**src/linked_peak_limiter_defines.svh**
```systemverilog
// ----------------------------------------------------------------------------
// linked peak limiter assertion macros
// shared property wrappers clocked on clk and disabled during reset
// ----------------------------------------------------------------------------
`ifndef LINKED_PEAK_LIMITER_DEFINES_SVH
`define LINKED_PEAK_LIMITER_DEFINES_SVH

// same-cycle implication
`define LLIM_ASSERT_IMPL(lbl, ante, cons, msg) \
	lbl: assert property (@(posedge clk) disable iff (!arst_n) (ante) |-> (cons)) \
		else $error(msg);

// next-cycle implication
`define LLIM_ASSERT_NEXT(lbl, ante, cons, msg) \
	lbl: assert property (@(posedge clk) disable iff (!arst_n) (ante) |=> (cons)) \
		else $error(msg);

`endif

```
**src/llim_pkg.sv**
```systemverilog
// ----------------------------------------------------------------------------
// llim_pkg
// types and constants shared by the linked peak limiter modules
// ----------------------------------------------------------------------------
`default_nettype none

package llim_pkg;

	localparam int LANES    = 8;
	localparam int SAMPLE_W = 16;
	localparam int GAIN_W   = 17;
	localparam int COEFF_W  = 16;
	localparam int QUOT_W   = 16;
	localparam int CNT_W    = 4;

	typedef logic signed [SAMPLE_W-1:0] sample_t;
	typedef logic [SAMPLE_W-1:0]        mag_t;
	typedef logic [GAIN_W-1:0]          gain_t;
	typedef logic [COEFF_W-1:0]         coeff_t;
	typedef logic [QUOT_W-1:0]          quot_t;
	typedef logic [CNT_W-1:0]           count_t;
	typedef logic [1:0]                 cfg_index_t;
	typedef logic [15:0]                cfg_data_t;

	localparam gain_t      UNITY_GAIN        = 17'd65536;
	localparam mag_t       CEILING_RESET     = 16'd32768;
	localparam coeff_t     COEFF_RESET       = 16'd65454;
	localparam count_t     CHANNELS_RESET    = 4'd8;

	localparam cfg_index_t REG_CEILING       = 2'd0;
	localparam cfg_index_t REG_RELEASE_COEFF = 2'd1;
	localparam cfg_index_t REG_CHANNELS_USED = 2'd2;

	typedef struct packed {
		logic load;
		logic scale;
		logic fin;
	} lane_ctrl_t;

endpackage

`default_nettype wire

```
**src/llim_lane.sv**
```systemverilog
// ----------------------------------------------------------------------------
// llim_lane
// one channel lane: holds the sample, gives its magnitude to the peak merge
// and applies the envelope with round half up and saturation
// ----------------------------------------------------------------------------
`default_nettype none

module llim_lane (
	input  wire                  clk,
	input  llim_pkg::lane_ctrl_t ctrl,
	input  wire                  active,
	input  llim_pkg::sample_t    sample_in,
	input  llim_pkg::gain_t      env,
	output llim_pkg::mag_t       mag,
	output llim_pkg::sample_t    result
);
	import llim_pkg::*;

	sample_t            sample_q;
	logic signed [33:0] prod_q;
	logic signed [17:0] gain_s;
	logic signed [33:0] rnd_sum;
	logic signed [17:0] rnd;
	sample_t            sat;
	sample_t            result_q;

	assign gain_s = {1'b0, env};

	always_ff @(posedge clk) begin
		if (ctrl.load) begin
			sample_q <= sample_in;
		end
		if (ctrl.scale) begin
			prod_q <= sample_q * gain_s;
		end
		if (ctrl.fin) begin
			result_q <= active ? sat : '0;
		end
	end

	always_comb begin
		mag = '0;
		if (active) begin
			mag = sample_q[SAMPLE_W-1] ? mag_t'(~sample_q + 1'b1) : mag_t'(sample_q);
		end
	end

	// floor(p / 2^16 + 0.5) then clamp to 16 bits
	assign rnd_sum = prod_q + 34'sd32768;
	assign rnd     = rnd_sum[33:16];

	always_comb begin
		if (rnd[17:15] == 3'b000 || rnd[17:15] == 3'b111) begin
			sat = rnd[15:0];
		end else if (rnd[17]) begin
			sat = 16'sh8000;
		end else begin
			sat = 16'sh7fff;
		end
	end

	assign result = result_q;

endmodule

`default_nettype wire

```
**config.mk**
```make
export PLATFORM = sky130hd
export DESIGN_NAME = llim_lane
export DESIGN_NICKNAME = d
export VERILOG_FILES = /design/src/linked_peak_limiter_defines.svh /design/src/llim_pkg.sv /design/src/llim_lane.sv
export SDC_FILE = /design/constraint.sdc
export NUM_CORES = 1
export LEC_CHECK = 0
export ABC_CLOCK_PERIOD_IN_PS = 7780
export BUFFER_PORTS_ARGS = -buffer_cell sky130_fd_sc_hd__buf_2
export CAP_MARGIN = 30
export CORE_UTILIZATION = 64
export DETAILED_ROUTE_END_ITERATION = 6
export PLACE_DENSITY = 0.81
export SYNTH_ARGS = -nofsm -noshare
export SYNTH_HDL_FRONTEND = slang
export SYNTH_SLANG_ARGS = --single-unit
```
**constraint.sdc**
```tcl
create_clock -name clk -period 7.78 [get_ports clk]
set_clock_uncertainty 0.1 [all_clocks]
set_input_delay 1.556 -clock clk [delete_from_list [all_inputs] [get_ports clk]]
set_output_delay 1.556 -clock clk [all_outputs]
set_load 0.01 [all_outputs]
```
* Word level (Yosys, flattened, before mapping)
Index checks and enable logic that the tools add are counted.
Word-level totals: flip-flop bits (word level) 66, input port bits 38, output and inout port bits 32, word-level logic and storage cells 14
Cells by class: add/sub/neg operators 2, $mul 1, equal/unequal tests 1, multiplexer cells 4, bitwise logic cells 1, reduce and logical (&&, ||, !) cells 2
Operator list (count):
- 2-to-1 mux 16 bit | 4
- adder 34 x 17 -> 34 bit, second input constant | 1
- multiplier 16 x 18 -> 34 bit | 1
- adder 16 x 1 -> 16 bit, second input constant | 1
- NOT 16 bit | 1
- equality test 3 bit, second input constant | 1
- zero test 3 bit | 1
- logical OR 1 bit | 1

* Longest topological paths before layout
Gate-level depths: netlist (run 1).
depth in word-level cells 4, mapped depth 22, gate-level depth less buffers 20

* Least setup slack after synthesis (run 1)
Ideal clock, no wire load.
path kind input to register, start point input port env[10], end point register prod_q[25] (data pin), data arrival time 6697 ps, path slack 793 ps, cell stages on the path 18, buffers on the path 1, cell sequence clkbuf_1 -> nand2_1 -> fa_1 -> fa_1 -> fa_1 -> fa_1 -> inv_1 -> fa_1 -> inv_1 -> fa_1 -> inv_1 -> ha_1 -> nand2_1 -> o21ai_0 -> a311oi_2 -> o21ai_1 -> o211a_1 -> a2111oi_2
On the way: cells in the longest elaborated chain, start to end 1
Ends and longest elaborated chain:
- start, declared | line llim_lane.sv:13 | input llim_pkg::gain_t env,
- multiplier 16 x 18 -> 34 bit | line llim_lane.sv:34 | prod_q <= sample_q * gain_s;
- end signal, assigned | line llim_lane.sv:34
- end, declared | line llim_lane.sv:20 | logic signed [33:0] prod_q;
Every way passes these cells. A chain may end at the register's enable or synchronous reset.

* Worst setup path in the final report (run 1)
start point input port env[9], end point register prod_q[26] (data pin)
Same word-level chain as after synthesis.

==> results of run 1 <==
==> layout make-up <==
cell class | count | area [um^2]
clock inverters | 3 | 27.5
clock buffers | 5 | 125
inverters | 255 | 957
multi-input cells | 931 | 9150
fillers | 1462 | 5600
well taps | 229 | 287
repair buffers | 77 | 405
flip-flops and latches | 51 | 1530
==> metrics by stage <==
stage	cells	cell area [um^2]	util, %	hold WS (ns)	setup WS (ns)
after global routing	1551	12500	69.0	0.630	0.290
after detailed placement	1543	12300	68.2	0.583	0.328
final	1551	12500	69.0	0.596	0.542
after global placement	1543	12300	68.2	0.580	0.431
after CTS	1551	12500	69.0	0.590	0.629
after floorplan	1297	11900	-	0.525	0.793
==> worst max-delay path, delay by kind of cell <==
family	cells	cell delay (ns)
AO/OA/AOI/OAI	1	0.38
AND/OR/NAND/NOR	6	1.32
adder cells (fa/ha/maj)	7	3.48
buffers and inverters	4	0.44
==> synthesized netlist by cell type (9+ instances only) <==
cell type  number
a21oi_1        35
and2_1        144
and3_1          9
clkbuf_1       52
edfxtp_1       51
fa_1          207
ha_1          123
inv_1         254
nand2_1       160
nand2b_1       10
nand3_1        14
nand4_1        10
nor2_1         37
o21ai_0        29
o21ai_2        11
xnor2_1        32
xor2_1          9
==> per-layer routing <==
| metal | global-route usage (%) | up-vias | wire length, um | part of all wire (%) |
|---|---|---|---|---|
| li1 | - | 4109 | - | - |
| met1 | 41.3 | 4569 | 11300 | 38 |
| met2 | 56.7 | 399 | 14800 | 50 |
| met3 | 2.91 | 91 | 2070 | 7.0 |
| met4 | 14.1 | 0 | 1250 | 4.2 |
| met5 | 0 | - | 0 | 0 |
==> state kept, by name (all words and copies together), names as in the netlist <==
signal / count
prod_q: 19
result: 16
sample_q: 16
==> path summary, 6_finish.rpt <==
check | from | end
hold / removal | prod_q[29] | result[13]
setup reg to reg | sample_q[4] | prod_q[26]
hold reg to reg | prod_q[29] | result[13]
setup / recovery | env[9] | prod_q[26]
==> cells by family after synthesis <==
group	Yosys count	share of synthesized area, %
xor gates and xnor gates	41	3.02
buffers and inverters	315	10.1
DFF	51	12.9
and+or+nand+nor	417	17.9
muxes	2	0.168
AOI/OAI and AO/OA	141	8.11
adders and majority gates	330	47.8
==> impl_metrics.ini, run 1 <==
[outcome]
status = complete, but fails checks
violations = design-rule violations

[setup_path]
crit_path_top_delay_cell = fa_1
arrival_ns = 7.21
cp-start-kind = input port
critPathCaptureType = flop
criticalPathCategory = in -> reg
slowest_delay_ns = 0.57
reg2reg_depth = 18
path_cells = buf_2, nand2_1, fa_1, fa_1, fa_1, fa_1, inv_1, fa_1, inv_1, fa_1, inv_1, ha_1, nand2_1, nor3_1, nor4b_1, or2_2, nor4_1, a2111oi_1
r2r_setup_slack_ns = 1.10
required_ns = 7.75
path_common_cell = fa_1
critical_path.max_fanout = 16

[floorplan]
boundaryPins = 70
initial_core_util_pct = 65.7
die_h_um = 138
die_w_um = 138
rows = 49
die-area_mm2 = 0.0191
core_mm2 = 0.0181

[global_routing]
track_usage_pct = 32.4
antenna_found_initial = 2
grt_pass1_vias = 9551
grt.overflow.total = 0
grt_pass1_wl_um = 47900
grt_max_degree = 22

[sta]
hold_viol = 0
fmax_mhz = 138
max_slew.worst_pin.slew_ns = 1.06
setup_viol_count_final = 0
relSlewSlack_pct = 29.1
period_needed_ns = 7.24
maxSlewViolCount = 0
rsz0062_at_grt = no
totalNegativeSetupSlack_ns = 0
min_period_over_period_pct = 93.0

[synthesis]
avgSynthCellArea_um2 = 9.16
synth.area.top_cells = fa_1 35%, ha_1 13%, edfxtp_1 13%
synthFlopType = edfxtp_1
synth_top_area_share_pct = 34.9
synthesis.nets = 1665
ys_ff_latch = 51
netlist_area_mm2 = 0.0119
ys_seq_area_share_pct = 12.9
ys_types = 61
synth.largest_area_cell = fa_1
async_flop_share_pct = 0
synth_warnings = 0
synth_edf_count = 51
synthCells = 1297

[min_path]
worstHoldPathCells = 2
min_path_type = reg -> reg

[cells_and_area]
nets = 1689
layout_commonest_cell = inv_1
antenna_cells = 0
drive_above_1_share_pct = 8.40
final_cell_mix = 254 x inv_1, 207 x fa_1, 160 x nand2_1, 144 x and2_1, 123 x ha_1
syn2layout_area_growth_pct = 5.07

[clock_tree]
post-cts-setup-buffers = 0
cts_inserted_buffers = 5
ctsHoldBuffers = 0
cts.path.max_buffers = 2
cts_tree = done
cts-root-buf = clkbuf_16
cts_resized = 0
path_clk_slew_ns = 0.08
cts.htree.levels = 2
clock_sinks = 51
clock_latency_ns = 0.30

[placement]
routabilityCongestion = 0.948
place_hpwl_um = 23600
io_buffers = 69

[flow_run]
max_cap_viol_count = 0

[routing]
wl_per_cell_um = 19.0
dr.pass1.iters = 7
vias = 9168
drc_errors = 12
drt_wl_total_um = 29500
ant_nets = 0
drtIter0Drc = 707
viasPerCell = 5.91
Power of run 1 is left out: the tool's default activity adds up to more than one toggle a clock period on the data nets, which glitch-free logic cannot reach.
==> run 2, diff against run 1 <==
--- a/config.mk
+++ b/config.mk
@@ -5,12 +5,13 @@
 export SDC_FILE = /design/constraint.sdc
 export NUM_CORES = 1
 export LEC_CHECK = 0
-export ABC_CLOCK_PERIOD_IN_PS = 7780
+export ABC_CLOCK_PERIOD_IN_PS = 9000
 export BUFFER_PORTS_ARGS = -buffer_cell sky130_fd_sc_hd__buf_2
 export CAP_MARGIN = 30
-export CORE_UTILIZATION = 64
+export CORE_ASPECT_RATIO = 1.1
+export CORE_UTILIZATION = 69
 export DETAILED_ROUTE_END_ITERATION = 6
-export PLACE_DENSITY = 0.81
+export PLACE_DENSITY = 0.87
 export SYNTH_ARGS = -nofsm -noshare
 export SYNTH_HDL_FRONTEND = slang
 export SYNTH_SLANG_ARGS = --single-unit
==> constraint.sdc (replaced) <==
create_clock -name clk -period 9 [get_ports clk]
set_clock_uncertainty 0.1 [all_clocks]
set_input_delay 1.8 -clock clk [delete_from_list [all_inputs] [get_ports clk]]
set_output_delay 1.8 -clock clk [all_outputs]
set_load 0.01 [all_outputs]
==> run 2 against run 1 <==
- the run now ends clean
- routed wire length grew 0.62%
- critical path depth unchanged
- via count up 1.5%
- clock-buffer cell count unchanged
- cell area grew 0.14%
- register-to-register slack improved by 1.1 ns
- first-iteration DRC count increased by 3.3%
- hold slack better by 0.0043 ns
- largest cell class unchanged
==> impl_metrics.ini, run 2 (synthesis results as in run 1) <==
[placement]
place_hpwl_um = 23300
io_buffers = 69
dp_slack_ns = 1.26
routabilityCongestion = 0.881

[clock_tree]
post-cts-setup-buffers = 0
cts_inserted_buffers = 5
cts.htree.levels = 2
cts_resized = 0
cts.path.max_buffers = 2
clock_latency_ns = 0.29
ctsHoldBuffers = 0
clock_sinks = 51
cts-root-buf = clkbuf_16
cts_tree = done
path_clk_slew_ns = 0.07

[global_routing]
antenna_found_initial = 1
grt_pass1_wl_um = 48400
grt_max_degree = 24
track_usage_pct = 35.6
grt.overflow.total = 0
grt_pass1_vias = 9803

[routing]
ant_nets = 0
vias = 9309
wl_per_cell_um = 19.1
drt_wl_total_um = 29700
viasPerCell = 6.01
dr.pass1.iters = 6
drtIter0Drc = 730
drc_errors = 0

[cells_and_area]
antenna_cells = 0
layout_commonest_cell = inv_1
nets = 1688
syn2layout_area_growth_pct = 5.21
top_register = prod_q
final_cell_mix = 254 x inv_1, 207 x fa_1, 160 x nand2_1, 144 x and2_1, 123 x ha_1
largest_reg_flops = 19
drive_above_1_share_pct = 8.18

[setup_path]
critPathCaptureType = flop
criticalPathCategory = in -> reg
required_ns = 8.97
cp-start-kind = input port
arrival_ns = 7.53
critical_path.max_fanout = 16

[flow_run]
max_cap_viol_count = 0

[sta]
period_needed_ns = 7.56
maxSlewViolCount = 0
timing.final.ws_setup_ns = 1.44
setup_viol_count_final = 0
max_slew.worst_pin.slew_ns = 1.06
totalNegativeSetupSlack_ns = 0
relSlewSlack_pct = 29.3
hold_viol = 0
fmax_mhz = 132
rsz0062_at_grt = no
min_period_over_period_pct = 84.0

[floorplan]
die-area_mm2 = 0.0177
die_w_um = 127
initial_core_util_pct = 71.5
boundaryPins = 70
rows = 49
die_h_um = 140
core_mm2 = 0.0166

[outcome]
status = finished clean

[min_path]
min_path_type = reg -> reg
run 2: routing by layer:
| metal | GRT usage [%] | part of all wire (%) | up-vias |
|---|---|---|---|
| met5 | 0 | 0 | - |
| met2 | 62.1 | 52 | 481 |
| met4 | 17.0 | 4.9 | 0 |
| li1 | - | - | 4097 |
| met3 | 5.15 | 7.7 | 127 |
| met1 | 43.5 | 36 | 4604 |
run 2: cell type report:
class	instances	area, um^2
clock buffer	5	125
clock inverter	2	12.5
fill	1207	4110
inverter	255	957
multi-input combinational	931	9150
sequential	51	1530
tap	229	287
timing repair buffer	76	438
run 2: worst max-delay path, stage by stage:
cell,delay [ns]
buf_2,0.29
nand2_1,0.15
fa_1,0.55
fa_1,0.57
fa_1,0.45
fa_1,0.55
inv_1,0.06
fa_1,0.57
inv_1,0.07
fa_1,0.53
inv_1,0.04
ha_1,0.32
nand2_1,0.10
nor3_1,0.27
nor4b_1,0.50
or2_2,0.27
nor4_1,0.07
a2111oi_1,0.37
run 2: metrics by stage:
step,util [%],area [um^2],hold slack (ns),cells
6_report,75.2,12500,0.600,1549
5_1_grt,75.2,12500,0.640,1549
4_1_cts,75.1,12500,0.597,1548
3_5_place_dp,74.2,12300,0.581,1541
3_3_place_gp,74.1,12300,0.577,1540
2_1_floorplan,-,11900,0.525,1297
run 2: final timing paths:
path	startpoint	endpoint	slack (ns)	cells after the start
max	env[10]	prod_q[26]	1.44	18
min	prod_q[29]	result[13]	0.60	2
max reg2reg	sample_q[7]	prod_q[26]	2.23	17
min reg2reg	prod_q[29]	result[13]	0.60	2
Power of run 2 is left out for the same reason.
