[src/linked_peak_limiter_defines.svh]
// ----------------------------------------------------------------------------
// linked peak limiter assertion macros
// shared property wrappers clocked on clk and disabled during reset
// ----------------------------------------------------------------------------
`ifndef LINKED_PEAK_LIMITER_DEFINES_SVH
`define LINKED_PEAK_LIMITER_DEFINES_SVH

// same-cycle implication
`define LLIM_ASSERT_IMPL(lbl, ante, cons, msg) \
	lbl: assert property (@(posedge clk) disable iff (!arst_n) (ante) |-> (cons)) \
		else $error(msg);

// next-cycle implication
`define LLIM_ASSERT_NEXT(lbl, ante, cons, msg) \
	lbl: assert property (@(posedge clk) disable iff (!arst_n) (ante) |=> (cons)) \
		else $error(msg);

`endif

[src/llim_pkg.sv]
// ----------------------------------------------------------------------------
// llim_pkg
// types and constants shared by the linked peak limiter modules
// ----------------------------------------------------------------------------
`default_nettype none

package llim_pkg;

	localparam int LANES    = 8;
	localparam int SAMPLE_W = 16;
	localparam int GAIN_W   = 17;
	localparam int COEFF_W  = 16;
	localparam int QUOT_W   = 16;
	localparam int CNT_W    = 4;

	typedef logic signed [SAMPLE_W-1:0] sample_t;
	typedef logic [SAMPLE_W-1:0]        mag_t;
	typedef logic [GAIN_W-1:0]          gain_t;
	typedef logic [COEFF_W-1:0]         coeff_t;
	typedef logic [QUOT_W-1:0]          quot_t;
	typedef logic [CNT_W-1:0]           count_t;
	typedef logic [1:0]                 cfg_index_t;
	typedef logic [15:0]                cfg_data_t;

	localparam gain_t      UNITY_GAIN        = 17'd65536;
	localparam mag_t       CEILING_RESET     = 16'd32768;
	localparam coeff_t     COEFF_RESET       = 16'd65454;
	localparam count_t     CHANNELS_RESET    = 4'd8;

	localparam cfg_index_t REG_CEILING       = 2'd0;
	localparam cfg_index_t REG_RELEASE_COEFF = 2'd1;
	localparam cfg_index_t REG_CHANNELS_USED = 2'd2;

	typedef struct packed {
		logic load;
		logic scale;
		logic fin;
	} lane_ctrl_t;

endpackage

`default_nettype wire

[src/llim_div.sv]
// ----------------------------------------------------------------------------
// llim_div
// restoring divider, one quotient bit per cycle: (ceiling << 16) / peak
// valid only while ceiling < peak so the quotient fits in 16 bits
// ----------------------------------------------------------------------------
`default_nettype none

module llim_div (
	input  wire             clk,
	input  wire             arst_n,
	input  wire             start,
	input  llim_pkg::mag_t  dividend,
	input  llim_pkg::mag_t  divisor,
	output logic            done,
	output llim_pkg::quot_t quot
);
	import llim_pkg::*;

	localparam int STEP_W = $clog2(QUOT_W + 1);

	logic              busy_q;
	logic [STEP_W-1:0] step_q;
	logic [16:0]       rem_q;
	mag_t              div_q;
	quot_t             quot_q;
	logic [16:0]       rem_sh;
	logic              fits;

	assign rem_sh = {rem_q[15:0], 1'b0};
	assign fits   = rem_sh >= {1'b0, div_q};
	assign done   = busy_q && (step_q == '0);
	assign quot   = quot_q;

	always_ff @(posedge clk or negedge arst_n) begin
		if (!arst_n) begin
			busy_q <= 1'b0;
			step_q <= '0;
		end else if (start) begin
			busy_q <= 1'b1;
			step_q <= STEP_W'(QUOT_W);
		end else if (done) begin
			busy_q <= 1'b0;
		end else if (busy_q) begin
			step_q <= step_q - 1'b1;
		end
	end

	always_ff @(posedge clk) begin
		if (start) begin
			rem_q  <= {1'b0, dividend};
			div_q  <= divisor;
			quot_q <= '0;
		end else if (busy_q && step_q != '0) begin
			rem_q  <= fits ? rem_sh - {1'b0, div_q} : rem_sh;
			quot_q <= {quot_q[QUOT_W-2:0], fits};
		end
	end

endmodule

`default_nettype wire

[config.mk]
export PLATFORM = sky130hd
export DESIGN_NAME = llim_div
export DESIGN_NICKNAME = d
export VERILOG_FILES = /design/src/linked_peak_limiter_defines.svh /design/src/llim_pkg.sv /design/src/llim_div.sv
export SDC_FILE = /design/constraint.sdc
export NUM_CORES = 1
export LEC_CHECK = 0
export BUFFER_PORTS_ARGS = -buffer_cell sky130_fd_sc_hd__buf_2
export CORE_MARGIN = 2
export CORE_UTILIZATION = 60
export DETAILED_ROUTE_END_ITERATION = 7
export PLACE_DENSITY_LB_ADDON = 0.08
export RECOVER_POWER = 100
export SYNTH_ARGS = -nofsm -noshare
export SYNTH_HDL_FRONTEND = slang
export SYNTH_SLANG_ARGS = --single-unit
[constraint.sdc]
create_clock -name clk -period 5.8 [get_ports clk]
set_input_delay 0.29 -clock clk [delete_from_list [all_inputs] [get_ports clk]]
set_output_delay 0.29 -clock clk [all_outputs]
set_load 0.05 [all_outputs]
* Word level (Yosys, flattened, before mapping)
Index checks and enable logic that the tools add are counted.
** Word-level totals
- Register bits :: 54
- Bits of input ports :: 35
- Output and inout bits :: 17
- Word-level logic and storage cells :: 25
** Operators by class
- Add/subtract/negate cells :: 2
- Order comparisons :: 1
- Equality and inequality tests :: 1
- Mux-type cells :: 8
- Reduce and logical (&&, ||, !) cells :: 8
** Operators with widths (count)
- $mux 16 :: 3
- $ge 17x16->1 :: 1
- $sub 16x16->16 :: 1
- $mux 5 :: 3
- $reduce_bool 2->1 :: 3
- $logic_not 5->1 :: 1
- $reduce_bool 5->1 :: 1
- $sub 5x1->5 const B :: 1
- $logic_and 1x1->1 :: 2
- $mux 1 :: 2
- $ne 2x2->1 const B :: 1
- $reduce_and 2->1 :: 1

* Longest topological paths before layout
Gate-level depths: netlist of run 1.
- Depth in word-level cells :: 4
- Gate-level depth with buffers :: 10
- Gate-level depth less buffers :: 9

* Least setup slack after synthesis of run 1
No wires, ideal clock.
- Path type :: reg-to-reg
- Start point :: register rem_q[13]
- End point :: register rem_q[11] (data pin)
- Library setup time :: 261 ps
- Arrival :: 2053 ps
- Required time :: 5539 ps
- Setup slack :: 3486 ps
- Cell stages (with the launch flop) :: 8
- Path buffers :: 0
- Period minus slack after synthesis :: 2314 ps
- Cell sequence :: edfxtp_1 ha_1 a21o_1 a211oi_2 o211ai_1 o31a_2 and2b_2 a221o_1
** Between the ends
- Word-level cells in the longest chain between the ends :: 4
** RTL lines
- start: declaration :: RTL line llim_div.sv:23 : logic [16:0] rem_q;
- start signal: assignment :: RTL line llim_div.sv:50 : rem_q <= {1'b0, dividend};
- start signal: assignment :: RTL line llim_div.sv:54 : rem_q <= fits ? rem_sh - {1'b0, div_q} : rem_sh;
- $ge 17x16->1 :: RTL line llim_div.sv:30 : assign fits = rem_sh >= {1'b0, div_q};
- $mux 16 :: RTL line llim_div.sv:54
- $mux 16 :: RTL line llim_div.sv:53 : end else if (busy_q && step_q != '0) begin
- $mux 16 :: RTL line llim_div.sv:49 : if (start) begin
No other way between the ends. The select of a mux whose other input is x is not followed.
A chain may end at the register's enable or synchronous reset.

* Worst setup path in the final report of run 1
- Start point :: input start
- End point :: register rem_q[3] (data pin)
** Between the ends
- Word-level cells in the longest chain between the ends :: 1
** RTL lines
- start: declaration :: RTL line llim_div.sv:11 : input wire start,
- $mux 16 :: RTL line llim_div.sv:49
No other way between the ends.

==> results by group, run 1 <==
Timing
  – Max_slew headroom: -0.307
  – Hold Vio Cnt, Final: 0
  – Clock period minus worst slack: roughly 3.2 ns
  – Hold slack: 0.160 ns
  – Final setup viols: 0
  – Fmax: ~300 MHz
  – Setup tns final: 0 ns
  – Final worst-path cycle share: 0.559
  – Setup ws final: roughly 2.6 ns
  – Pins Over Slew Limit: 47
  – RSZ-0062 raised after global routing: false
  – Skew final: approximately 0.012 ns
  – Least-Margin Pin Slew: 1.96 ns

Routing
  – Drt total wl: approximately 5800 um
  – DRC: 0
  – Iteration-0 DRC count of the detailed router: 147
  – Avg Vias per Cell: 5.42
  – First-pass DRT Iterations: 4
  – Final ANT Viol Nets: 0
  – Via count: between 2000 and 2500
  – WL per Instance: 13.7 um

Worst setup path
  – Worst Path Arrival: 3.29 ns
  – RR Endpoint: rem_q[9]
  – Kind of critical path: in -> reg
  – Crit end category: flop
  – RR Startpoint: rem_q[8]
  – Register-to-register setup slack: 2.59 ns
  – Worst EP required: 5.85 ns
  – Worst-path maximum fanout: 46
  – R2R depth: 7
  – Startpoint Class: input pin

Finish
  – Number of nets in the layout: slightly above 400
  – Area grow syn2layout: 11.3%
  – Fraction of layout cells with a size suffix above 1: 0.142
  – Ant. Diodes: 0
  – Finished layout cell area: 0.00335 mm^2

Global routing
  – Number of antenna violations at the first check in global routing: 0
  – Overflow after GRT: 0
  – Vias in the first global route: 2200
  – GRT Util Overall: 0.226
  – Largest net degree at the start of global routing: 47
  – First-pass GRT wire length: 9640 um

Floorplan
  – Starting Density: 0.629
  – Core Box Area: between 0.004 and 0.005 mm^2
  – Die area: 0.00560 mm^2
  – Row count: 25
  – I/O pin cnt: 52
  – Die Wd: 74.8 um
  – Die height: 74.8 um

Min path
  – Hold path start: divisor[15]
  – Hold Path Sink: div_q[15]
  – Class of the worst hold path: in -> reg
  – WHS Path Cells: 1

Synth
  – Number of synthesized flops with an enable pin: 32
  – #FFs+latches synth: 54
  – Register area share after synthesis: 0.475
  – Cell variety after synth: 49
  – Synth Warn #: 0
  – Synth top area share: 0.319
  – Mapped Cells: 309
  – Asr flop ratio synth: 0.111
  – Synth area leaders: edfxtp_1, dfxtp_1, ha_1, nand2_1, a21oi_1
  – Avg Cell Area, Syn: 9.74 um^2
  – Syn nets: approximately 360
  – Ys flop type: edfxtp_1
  – Synthesized area: 0.00301 mm^2
  – Synth area leader: edfxtp_1

CTS
  – Number of post-CTS setup repair buffers: 0
  – Clock Tree Root: clkbuf_8
  – Worst-skew pair later-pin latency: 0.30 ns
  – Post-cts resize count: 0
  – Reg clk slew, reported paths: about 0.090 ns
  – TritonCTS clock tree: done
  – H-tree depth: 2
  – Clock sinks: 54
  – TritonCTS Buffers: 5
  – Max Root-Sink Buffers: 2

Placement
  – Port bufs: 51
  – Routability congestion estimate: between 0.8 and 0.9
  – Place WS: about 3.1 ns
  – Hpwl dp: 4190 um
  – Placed Instance Area: 0.00329 mm^2

Power
  – Peak VDD IR: ~0.00043 V
  – Pleak: between 1 and 1.5 nW
  – Pwr dens: 496 mW/mm^2
  – Total Power: around 0.0017 W

Outcome
  – Status: complete, but fails checks
  – Failing checks: capacitance limit, slew limit

Run
  – Max Cap Violations: 1
==> report_power, final <==
part | leakage (nW) | switching [W] | internal, W
Combinational | 0.785 | 0.000502 | 0.000372
Sequential | 0.530 | 0.0000581 | 0.000525
Clock | 0.0486 | 0.000115 | 0.0000901
Total | 1.36 | 0.000675 | 0.000986
==> worst max path at each step <==
stage | from | cells past startpoint | slack [ns] | endpoint
floorplan | rem_q[13] | 7 | 3.49 | rem_q[11]
global placement | rem_q[13] | 7 | 3.15 | rem_q[11]
detailed placement | rem_q[11] | 7 | 3.09 | rem_q[11]
CTS | rem_q[11] | 7 | 3.08 | rem_q[11]
global route | start | 5 | 2.31 | rem_q[9]
finish | start | 4 | 2.56 | rem_q[3]
==> sequential cells by signal (all words and copies together), names as in the netlist <==
register / count
busy_q: 1
rem_q: 16
step_q: 5
quot: 16
div_q: 16
==> cell usage after synthesis (all sizes together) (6+ instances only) <==
cell	number
nor3b	8
xnor2	13
ha	18
edfxtp	32
dfrtp	6
o21ai	23
mux2i	6
nand2	51
clkbuf	9
nor2	13
inv	21
dfxtp	16
a21oi	36
==> repair_timing <==
action                     4_1_cts  5_1_grt
hold buffers                     1        0
setup endpoints to repair        0        0
hold endpoints to repair         6        0
==> kinds of logic after synthesis <==
group | Yosys count | synth area share
AOI/OAI and AO/OA | 80 | 0.163
xor gates and xnor gates | 15 | 0.0436
adders and majority gates | 19 | 0.0815
buffers and inverters | 34 | 0.0524
DFF | 54 | 0.475
muxes | 7 | 0.0237
and+or+nand+nor | 100 | 0.160
==> cell type report <==
type                    instances  area [um^2]
inverters                      21         78.8
well taps                      67         83.8
fillers                       406         1430
repair buffers                 54          253
flip-flops and latches         54         1430
clock inverters                 2         13.8
multi-input cells             221         1420
clock buffers                   6         76.3
==> routing by layer <==
layer / vias to the layer above / track usage / wire length [um]
met4: 0 / 0.0774 / 102
met1: 1059 / 0.299 / 2810
met3: 9 / 0.0321 / 178
met2: 50 / 0.384 / 2750
met5: - / 0 / 0
li1: 1184 / - / -
==> through the flow <==
| stage | cells | util |
|---|---|---|
| detailed placement | 416 | 0.687 |
| global placement | 416 | 0.687 |
| global route | 425 | 0.700 |
| floorplan | 309 | - |
| CTS | 425 | 0.707 |
| finish | 425 | 0.700 |
==> worst max-delay path, stage by stage <==
cell	delay, ns
clkbuf_1	0.98
clkbuf_1	1.49
nor2_1	0.13
a221o_1	0.38
==> layout by cell type, fill, tap and decap left out, types with 16 or more instances in the layout <==
cell      Yosys  layout
nand2_1      51      51
a21oi_1      34      34
edfxtp_1     32      32
buf_2         2      32
inv_1        21      21
o21ai_0      20      21
clkbuf_1      7      20
ha_1         18      18
dfxtp_1      16      16
(Power assumes the default switching activity.)
==> run 2, diff against run 1 <==
--- a/config.mk
+++ b/config.mk
@@ -5,9 +5,10 @@
 export SDC_FILE = /design/constraint.sdc
 export NUM_CORES = 1
 export LEC_CHECK = 0
+export ABC_AREA = 1
 export BUFFER_PORTS_ARGS = -buffer_cell sky130_fd_sc_hd__buf_2
 export CORE_MARGIN = 2
-export CORE_UTILIZATION = 60
+export CORE_UTILIZATION = 57
 export DETAILED_ROUTE_END_ITERATION = 7
 export PLACE_DENSITY_LB_ADDON = 0.08
 export RECOVER_POWER = 100
==> constraint.sdc (replaced) <==
create_clock -name clk -period 3.3 [get_ports clk]
set_input_delay 0.165 -clock clk [delete_from_list [all_inputs] [get_ports clk]]
set_output_delay 0.165 -clock clk [all_outputs]
set_load 0.05 [all_outputs]
==> results by group, run 2 <==
Floorplan
  – Die area: 0.00664 mm^2
  – Die height: 81.5 um
  – Starting Density: 0.585
  – Die Wd: 81.5 um
  – I/O pin cnt: 52
  – Row count: 28
  – Core Box Area: between 0.005 and 0.006 mm^2

Worst setup path
  – Setup crit start: step_q[0]
  – Crit end category: flop
  – Worst EP required: around 3.2 ns
  – Startpoint Class: flop
  – Kind of critical path: reg -> reg
  – Register-to-register setup slack: 0.74 ns
  – Worst Path Arrival: 2.50 ns
  – RR Startpoint: step_q[0]
  – Worst-path maximum fanout: 18

Synth
  – Synth top area share: 0.281
  – Ys flop type: edfxtp_1
  – Simple-gate share of the synthesized area: 0.329
  – Synth area leaders: edfxtp_1, nand2_1, inv_1, dfxtp_1, ha_1
  – Avg Cell Area, Syn: 7.71 um^2
  – Number of synthesized flops with an enable pin: 32
  – Syn nets: 498
  – Mapped Cells: around 440
  – Synth Warn #: 0
  – Cell variety after synth: 32
  – XOR/XNOR share of the synthesized area: 0.0154
  – #FFs+latches synth: 54
  – Mux cell area share after synthesis: 0
  – Register area share after synthesis: 0.418
  – Asr flop ratio synth: 0.111
  – Synth area leader: edfxtp_1
  – Synthesized area: 0.00342 mm^2
  – Most common cell in the netlist: nand2_1
  – Adder-Cell Fraction of Synth Area: 0.0716
  – Largest family of logic cells by synthesized area: simple AND/OR/NAND/NOR gates
  – Post-synthesis compound-gate area fraction: 0.0515
  – Commonest cells in the netlist: nand2_1, inv_1, edfxtp_1

Routing
  – Via count: 2899
  – Iteration-0 DRC count of the detailed router: roughly 150
  – Avg Vias per Cell: ~5.1
  – DRC: 0
  – Final ANT Viol Nets: 0
  – WL per Instance: 12.3 um
  – Drt total wl: 7070 um
  – First-pass DRT Iterations: 4

Timing
  – Skew final: around 0.0052 ns
  – Clock period minus worst slack: 2.56 ns
  – Final setup viols: 0
  – RSZ-0062 raised after global routing: false
  – Least-Margin Pin Slew: 1.67 ns
  – Final worst-path cycle share: 0.776
  – Fmax: roughly 400 MHz
  – Hold Vio Cnt, Final: 0
  – Pins Over Slew Limit: 34
  – Setup tns final: 0 ns
  – Hold slack: 0.0197 ns
  – Max_slew headroom: -0.110

Placement
  – Hpwl dp: between 5000 and 6000 um
  – Port bufs: 51
  – Routability congestion estimate: approximately 0.96
  – Placed Cells: 564

Min path
  – Class of the worst hold path: in -> reg
  – Hold path start: divisor[11]

CTS
  – Clock sinks: 54
  – Reg clk slew, reported paths: 0.11 ns
  – TritonCTS Buffers: 5
  – TritonCTS clock tree: done
  – Max Root-Sink Buffers: 2
  – Worst-skew pair later-pin latency: 0.31 ns
  – Clock Tree Root: clkbuf_8
  – Post-cts resize count: 0
  – H-tree depth: 2

Finish
  – Fill count: 555
  – Ant. Diodes: 0
  – Multi-input logic area: 0.00158 mm^2
  – Fraction of layout cells with a size suffix above 1: 0.137
  – Most frequent cells in the layout: nand2_1, inv_1, edfxtp_1, buf_2, nand3_1
  – Most common cell after layout, fill and taps aside: nand2_1
  – Number of nets in the layout: between 500 and 600
  – Final Core Density: 0.651
  – Reg area: 0.00143 mm^2
  – Non-Filler Instances: 573
  – Area grow syn2layout: 11.3%

Global routing
  – Overflow after GRT: 0
  – Vias in the first global route: 2674
  – Largest net degree at the start of global routing: 34
  – First-pass GRT wire length: 11800 um
  – Number of antenna violations at the first check in global routing: 0
  – GRT Util Overall: 0.228

Power
  – Pleak: 1.94 nW
  – Peak VDD IR: 0.000534 V
  – Total Power: 0.00324 W
  – Pwr dens: ~850 mW/mm^2

Outcome
  – Status: complete, but fails checks
  – Failing checks: capacitance limit, slew limit

Run
  – Max Cap Violations: 1
## run 2: cells by family after synthesis
group	count (synthesis)
fa+ha+maj	19
simple gates	236
xor+xnor	6
buf+inv	98
compound gates	31
flops	54
## run 2: final timing paths
check / end / cells after the start
max: rem_q[4] / 6
min: div_q[11] / 1
max reg2reg: rem_q[4] / 6
min reg2reg: quot[0] / 2
max in group asynchronous: busy_q / 2
min in group asynchronous: step_q[2] / 2
## run 2: timing repair
action / in CTS / in global routing
setup buffers: 0 / 0
hold endpoints to repair: 6 / 0
hold buffers: 1 / 0
## run 2: power breakdown
part,total (W),internal (W),switching [W],leakage (nW)
sequential,0.00100,0.000920,0.0000820,0.528
clock,0.000436,0.000200,0.000236,0.0569
combinational,0.00180,0.000630,0.00117,1.35
## run 2: metal layers
metal	global-route usage	share of wire	wire length, um	vias up
li1	-	-	-	1513
met1	0.281	0.46	3230	1317
met2	0.405	0.49	3440	59
met3	0.0429	0.043	303	10
met4	0.0644	0.012	88	0
met5	0	0	0	-
## run 2: worst max-delay path: stages (launching register included)
cell	delay, ns
dfrtp_1	0.34
inv_1	0.08
ha_1	0.21
nand3_1	0.10
nand2_1	0.17
nand2_1	0.47
clkbuf_1	0.82
## run 2: area by class of cell
cell class	instances	area share
Clock buffer	6	0.0246
Clock inverter	2	0.00460
Inverter	89	0.0877
Multi-Input combinational cell	292	0.415
Sequential cell	54	0.376
Tap cell	75	0.0246
Timing Repair Buffer	55	0.0673
## run 2: per-stage QoR
stage	setup WS, ns	cell area (um^2)
global placement	1.05	3740
CTS	0.986	3860
detailed placement	1.01	3740
finish	0.739	3810
global route	0.536	3810
floorplan	1.41	3420
